$ cat config.mk
export PLATFORM = sky130hd
export DESIGN_NAME = mfvp_ctrl
export DESIGN_NICKNAME = d
export VERILOG_FILES = /design/src/rtl/mfvp_pkg.sv /design/src/rtl/mfvp_ctrl.sv
export SDC_FILE = /design/constraint.sdc
export NUM_CORES = 1
export LEC_CHECK = 0
export BUFFER_PORTS_ARGS = -buffer_cell sky130_fd_sc_hd__buf_2
export CAP_MARGIN = 20
export CORE_MARGIN = 1
export CORE_UTILIZATION = 39
export CTS_BUF_LIST = sky130_fd_sc_hd__clkbuf_16
export DETAILED_ROUTE_END_ITERATION = 10
export GPL_ROUTABILITY_DRIVEN = 0
export HOLD_SLACK_MARGIN = 0.1
export PLACE_DENSITY = 0.73
export RECOVER_POWER = 100
export SYNTH_ARGS = -nofsm -noshare
export SYNTH_HDL_FRONTEND = slang
export SYNTH_SLANG_ARGS = --single-unit
$ cat constraint.sdc
create_clock -name clock -period 1.37 [get_ports clock]
set_input_delay 0.0685 -clock clock [delete_from_list [all_inputs] [get_ports clock]]
set_output_delay 0.0685 -clock clock [all_outputs]
set_load 0.02 [all_outputs]
$ cat src/rtl/mfvp_pkg.sv
// ----------------------------------------------------------------------------
// MPEG audio frame probe package
// Shared types, constants and lookup tables for the frame header probe.
// ----------------------------------------------------------------------------
package mfvp_pkg;

   localparam logic [10:0] SYNC_PATTERN = 11'h7ff;
   localparam logic [31:0] XING_WORD    = 32'h58696E67;
   localparam logic [31:0] XFLAG_FRAMES = 32'h0000_0001;
   localparam logic [31:0] XFLAG_BYTES  = 32'h0000_0002;
   localparam logic [30:0] SAT31        = 31'h7FFF_FFFF;

   localparam int DIV_W   = 51;
   localparam int DEN_W   = 43;
   localparam int DVSR_W  = 44;
   localparam int DCNT_W  = 6;

   typedef struct packed {
      logic load;
      logic decode;
      logic fetch;
      logic fld_init;
      logic resume;
      logic eval;
      logic mul;
      logic div_a;
      logic div_b;
      logic take_a;
      logic take_b;
   } cmd_type;

   typedef struct packed {
      logic hdr_bad;
      logic no_scan;
      logic win_full;
      logic cand_out;
      logic tag_hit;
      logic fld_done;
      logic accept_ok;
      logic has_counts;
      logic frames_zero;
      logic div_done;
   } sts_type;

   function automatic logic [8:0] kbps_lookup(input logic lsf, input logic [1:0] layer,
                                              input logic [3:0] bidx);
      logic [8:0] v;
      v = 9'd0;
      if (lsf) begin
         case (layer)
            2'd1: begin
               case (bidx)
                  4'd1: v = 9'd32;   4'd2: v = 9'd64;   4'd3: v = 9'd96;
                  4'd4: v = 9'd128;  4'd5: v = 9'd160;  4'd6: v = 9'd192;
                  4'd7: v = 9'd224;  4'd8: v = 9'd256;  4'd9: v = 9'd288;
                  4'd10: v = 9'd320; 4'd11: v = 9'd352; 4'd12: v = 9'd384;
                  4'd13: v = 9'd416; 4'd14: v = 9'd448;
                  default: v = 9'd0;
               endcase
            end
            2'd2: begin
               case (bidx)
                  4'd1: v = 9'd32;   4'd2: v = 9'd48;   4'd3: v = 9'd56;
                  4'd4: v = 9'd64;   4'd5: v = 9'd80;   4'd6: v = 9'd96;
                  4'd7: v = 9'd112;  4'd8: v = 9'd128;  4'd9: v = 9'd160;
                  4'd10: v = 9'd192; 4'd11: v = 9'd224; 4'd12: v = 9'd256;
                  4'd13: v = 9'd320; 4'd14: v = 9'd384;
                  default: v = 9'd0;
               endcase
            end
            default: begin
               case (bidx)
                  4'd1: v = 9'd32;   4'd2: v = 9'd40;   4'd3: v = 9'd48;
                  4'd4: v = 9'd56;   4'd5: v = 9'd64;   4'd6: v = 9'd80;
                  4'd7: v = 9'd96;   4'd8: v = 9'd112;  4'd9: v = 9'd128;
                  4'd10: v = 9'd160; 4'd11: v = 9'd192; 4'd12: v = 9'd224;
                  4'd13: v = 9'd256; 4'd14: v = 9'd320;
                  default: v = 9'd0;
               endcase
            end
         endcase
      end else if (layer == 2'd1) begin
         case (bidx)
            4'd1: v = 9'd32;   4'd2: v = 9'd48;   4'd3: v = 9'd56;
            4'd4: v = 9'd64;   4'd5: v = 9'd80;   4'd6: v = 9'd96;
            4'd7: v = 9'd112;  4'd8: v = 9'd128;  4'd9: v = 9'd144;
            4'd10: v = 9'd160; 4'd11: v = 9'd176; 4'd12: v = 9'd192;
            4'd13: v = 9'd224; 4'd14: v = 9'd256;
            default: v = 9'd0;
         endcase
      end else begin
         case (bidx)
            4'd1: v = 9'd8;    4'd2: v = 9'd16;   4'd3: v = 9'd24;
            4'd4: v = 9'd32;   4'd5: v = 9'd40;   4'd6: v = 9'd48;
            4'd7: v = 9'd56;   4'd8: v = 9'd64;   4'd9: v = 9'd80;
            4'd10: v = 9'd96;  4'd11: v = 9'd112; 4'd12: v = 9'd128;
            4'd13: v = 9'd144; 4'd14: v = 9'd160;
            default: v = 9'd0;
         endcase
      end
      return v;
   endfunction

   function automatic logic [15:0] rate_lookup(input logic [1:0] ver, input logic [1:0] fidx);
      logic [15:0] v;
      v = 16'd0;
      case ({ver, fidx})
         4'b00_00: v = 16'd44100;
         4'b00_01: v = 16'd48000;
         4'b00_10: v = 16'd32000;
         4'b01_00: v = 16'd22050;
         4'b01_01: v = 16'd24000;
         4'b01_10: v = 16'd16000;
         4'b10_00: v = 16'd11025;
         4'b10_01: v = 16'd12000;
         4'b10_10: v = 16'd8000;
         default:  v = 16'd0;
      endcase
      return v;
   endfunction

   function automatic logic [30:0] sat31(input logic [DIV_W-1:0] v);
      return (v > DIV_W'(SAT31)) ? SAT31 : v[30:0];
   endfunction

endpackage

$ cat src/rtl/mfvp_ctrl.sv
// ----------------------------------------------------------------------------
// Probe controller
// Sequences loading, header decode, tag scan, field checks, multiply and division.
// ----------------------------------------------------------------------------
module mfvp_ctrl (
   input  logic               clock,
   input  logic               reset,
   input  logic               start,
   input  logic               req_last_byte,
   input  mfvp_pkg::sts_type  sts,
   output mfvp_pkg::cmd_type  cmd,
   output logic               busy,
   output logic               rsp_valid
);

   typedef enum logic [3:0] {
      S_IDLE, S_DECODE, S_SCAN, S_FIELDS, S_EVAL, S_MUL,
      S_DIVA_GO, S_DIVA_WAIT, S_DIVB_GO, S_DIVB_WAIT, S_DONE
   } state_type;

   state_type state_ff, state_in;

   always_comb begin
      cmd      = '0;
      state_in = state_ff;
      case (state_ff)
         S_IDLE: begin
            cmd.load = start;
            if (start && req_last_byte) begin
               state_in = S_DECODE;
            end
         end
         S_DECODE: begin
            cmd.decode = 1'b1;
            state_in   = (sts.hdr_bad || sts.no_scan) ? S_DONE : S_SCAN;
         end
         S_SCAN: begin
            cmd.fetch = 1'b1;
            if (sts.win_full) begin
               if (sts.cand_out) begin
                  state_in = S_DONE;
               end else if (sts.tag_hit) begin
                  cmd.fld_init = 1'b1;
                  state_in     = S_FIELDS;
               end
            end
         end
         S_FIELDS: begin
            cmd.fetch = 1'b1;
            if (sts.fld_done) begin
               state_in = S_EVAL;
            end
         end
         S_EVAL: begin
            cmd.eval = 1'b1;
            if (!sts.accept_ok) begin
               cmd.resume = 1'b1;
               state_in   = S_SCAN;
            end else if (sts.has_counts && !sts.frames_zero) begin
               state_in = S_MUL;
            end else begin
               state_in = S_DONE;
            end
         end
         S_MUL: begin
            cmd.mul  = 1'b1;
            state_in = S_DIVA_GO;
         end
         S_DIVA_GO: begin
            cmd.div_a = 1'b1;
            state_in  = S_DIVA_WAIT;
         end
         S_DIVA_WAIT: begin
            if (sts.div_done) begin
               cmd.take_a = 1'b1;
               state_in   = S_DIVB_GO;
            end
         end
         S_DIVB_GO: begin
            cmd.div_b = 1'b1;
            state_in  = S_DIVB_WAIT;
         end
         S_DIVB_WAIT: begin
            if (sts.div_done) begin
               cmd.take_b = 1'b1;
               state_in   = S_DONE;
            end
         end
         S_DONE: begin
            state_in = S_IDLE;
         end
         default: begin
            state_in = S_IDLE;
         end
      endcase
   end

   always_ff @(posedge clock) begin
      if (reset) begin
         state_ff <= S_IDLE;
      end else begin
         state_ff <= state_in;
      end
   end

   assign busy      = (state_ff != S_IDLE);
   assign rsp_valid = (state_ff == S_DONE);

endmodule

==> flow_metrics.py <==
metrics = {
    "route": {
        "ant_nets": 0,
        "met1Wirelength_um": 849,
        "top_layer_used": "met4",
        "drt_iter0_drc": 9,
        "wl_met3_um": 36,
        "first_pass_iters": 4,
        "detail_route.vias_per_cell": 5.80,
        "drc_errors": 0,
        "avgRoutedWirePerCell_um": 15.2,
        "wirelength_um": 1950,
        "vias": 742,
        "met2WireLength_um": 1020,
    },
    "die": {
        "die_height_um": 39.3,
        "core_um2": 1300,
        "num_io_pins": 27,
        "die-area_um2": 1540,
        "rows": 13,
        "die-width_um": 39.3,
        "start_util_pct": 41.6,
    },
    "timing": {
        "slew_viol_final": 0,
        "setup-tns-final_ns": -0.0169,
        "skew_ns": 0.00223,
        "min_period_over_period_pct": 101,
        "layout_setup_ws_ns": -0.0169,
        "post-route-min-period_ns": 1.39,
        "setup-violations-final": 1,
        "grt_setup_unrepaired": "true",
        "finalHoldViolations": 0,
        "worst_pin_slew_ns": 0.359,
        "slew-limit-headroom_pct": 76.0,
        "clock.fmax_mhz": 721,
    },
    "setup_path": {
        "path_common_cell": "buf_6",
        "cp_cell_sequence": "buf_4 -> buf_6 -> nor2_4 -> and4_4 -> buf_6",
        "arrival_ns": 1.32,
        "r2r-end": "state_ff[0]",
        "r2r_slack_ns": 0,
        "crit_slowest_cell": "dfxtp_4",
        "crit_buf_inv": 3,
        "crit_fanout": 8,
        "endpoint_kind": "output pin",
        "reg2reg_from": "state_ff[2]",
        "crit_required_ns": 1.30,
        "setup.worst_path.start": "state_ff[2]",
        "cp.depth": 5,
        "crit_family": "buffers and inverters",
        "reg2reg_depth": 5,
        "crit_type": "flip-flop to output pin",
        "start_kind": "flip-flop",
        "slowest_delay_ns": 0.36,
    },
    "final_layout": {
        "final_cell_area_um2": 1040,
        "fillers": 89,
        "mostFrequentLayoutCells": "buf_4, buf_2, buf_6",
        "largestRegisters": "state_ff (4)",
        "syn_to_final_growth_pct": 92.1,
        "top_register": "state_ff",
        "layout_commonest_cell": "buf_4",
        "fin_nets": 129,
        "layout-drive-gt1-share_pct": 63.7,
        "diodes": 0,
        "largest_reg_flops": 4,
        "final_core_util_pct": 80.0,
    },
    "clock_tree": {
        "cts_buffer_depth": 2,
        "cts_buffers": 3,
        "root_buffer": "clkbuf_16",
        "clock_sinks": 4,
        "cts-hold-fix-buffers": 0,
        "clk_transition_reported_paths_ns": 0.03,
        "htreeDepth": 1,
        "tritoncts": "done",
        "worstSkewPairLatency_ns": 0.23,
    },
    "synth": {
        "synth.distinct_cells": 41,
        "yosysWarnings": 0,
        "synth.cell_area_um2": 542,
        "synth-seq-cells": 4,
        "synth_edf_count": 0,
        "async_flop_share_pct": 0,
        "synth_nets": 85,
        "seq_area_frac_synth_pct": 14.8,
        "synth_cells": 71,
        "syn_area_per_cell_um2": 7.63,
        "synth_ff_type": "dfxtp_1",
    },
    "pwr": {
        "ir_drop_mv": 1.41,
        "p_leak_nw": 0.455,
        "power_density_nw_per_um2": 2110,
    },
    "place": {
        "portBuffers": 26,
        "dp_hpwl_um": 1250,
        "placed_area_um2": 818,
    },
    "job": {
        "maxCapViolations": 0,
    },
    "min_path": {
        "hold_path_startpoint": "reset",
        "hold_end": "state_ff[3]",
        "hold_class": "primary input to flip-flop",
        "worstHoldPathCells": 2,
    },
    "global_routing": {
        "grt_max_degree": 13,
        "grt_use_total_pct": 28.9,
        "grt_pass1_vias": 636,
        "grt_pass1_wl_um": 2950,
        "antenna_found_initial": 0,
        "grt_overflow": 0,
    },
    "run_status": {
        "violations": "setup timing",
        "status": "finished, violations left",
    },
}
## cells by family after synthesis
family	Yosys count	share of synthesized area (%)
simple gates	36	43.9
buf+inv	9	10.4
flops	4	14.8
compound gates	18	23.3
mux	4	7.62
## synthesized netlist by cell type, drive strengths merged, types with 2 or more instances
cell type	n	share of area [%]
a21oi	3	2.8
nand3	3	3.7
nor2b	3	3.5
buf	6	8.3
dfxtp	4	15
nor3b	3	5.1
and4	3	5.1
and3	2	2.3
inv	2	1.4
nand2b	4	5.1
o21ai	6	6.9
and3b	2	3.5
nand2	4	2.8
mux2i	3	5.5
nor2	4	2.8
nor4	3	3.5
nor3	2	1.8
## power breakdown
group | internal [mW] | switching (mW)
sequential | 0.184 | 0.0982
combinational | 0.752 | 0.706
clock | 0.373 | 0.0855
## metal layers
metal  vias up  global-route usage (%)
met5         -                       0
met4         0                    12.9
met2        14                    48.8
li1        354                       -
met1       368                    36.3
met3         6                    3.41
## worst max path at each step
stage / end / slack, ns
after floorplan: state_ff[0] / -0.05
after detailed placement: state_ff[0] / -0.02
after CTS: cmd[0] / -0.001
after global placement: state_ff[0] / 0.01
final: cmd[0] / -0.02
after global routing: state_ff[3] / -0.08
## layout make-up
type | instances | area [µm²] | area share (%)
multi-input cells | 58 | 493 | 47.4
repair buffers | 45 | 348 | 33.4
flip-flops and latches | 4 | 95.1 | 9.13
clock buffers | 3 | 75.1 | 7.21
well taps | 15 | 18.8 | 1.80
inverters | 3 | 11.3 | 1.08
## through the flow
stage | total power, mW | hold slack [ns] | worst slack, ns | std cells
floorplan | 0.957 | 0.184 | -0.0520 | 71
global placement | 1.39 | 0.365 | 0.0110 | 124
detailed placement | 1.42 | 0.377 | -0.0151 | 124
CTS | 1.99 | 0.132 | -0.00128 | 127
global route | 2.34 | 0.161 | -0.0813 | 128
finish | 2.20 | 0.146 | -0.0169 | 128
## what timing repair did
item	CTS	global route
setup buffers	0	1
pin swaps	0	4
endpoints found under the setup margin	16	14
resized for setup	21	24
endpoints found under the hold margin	0	0
Note: power is estimated with default switching activity, not from simulation.
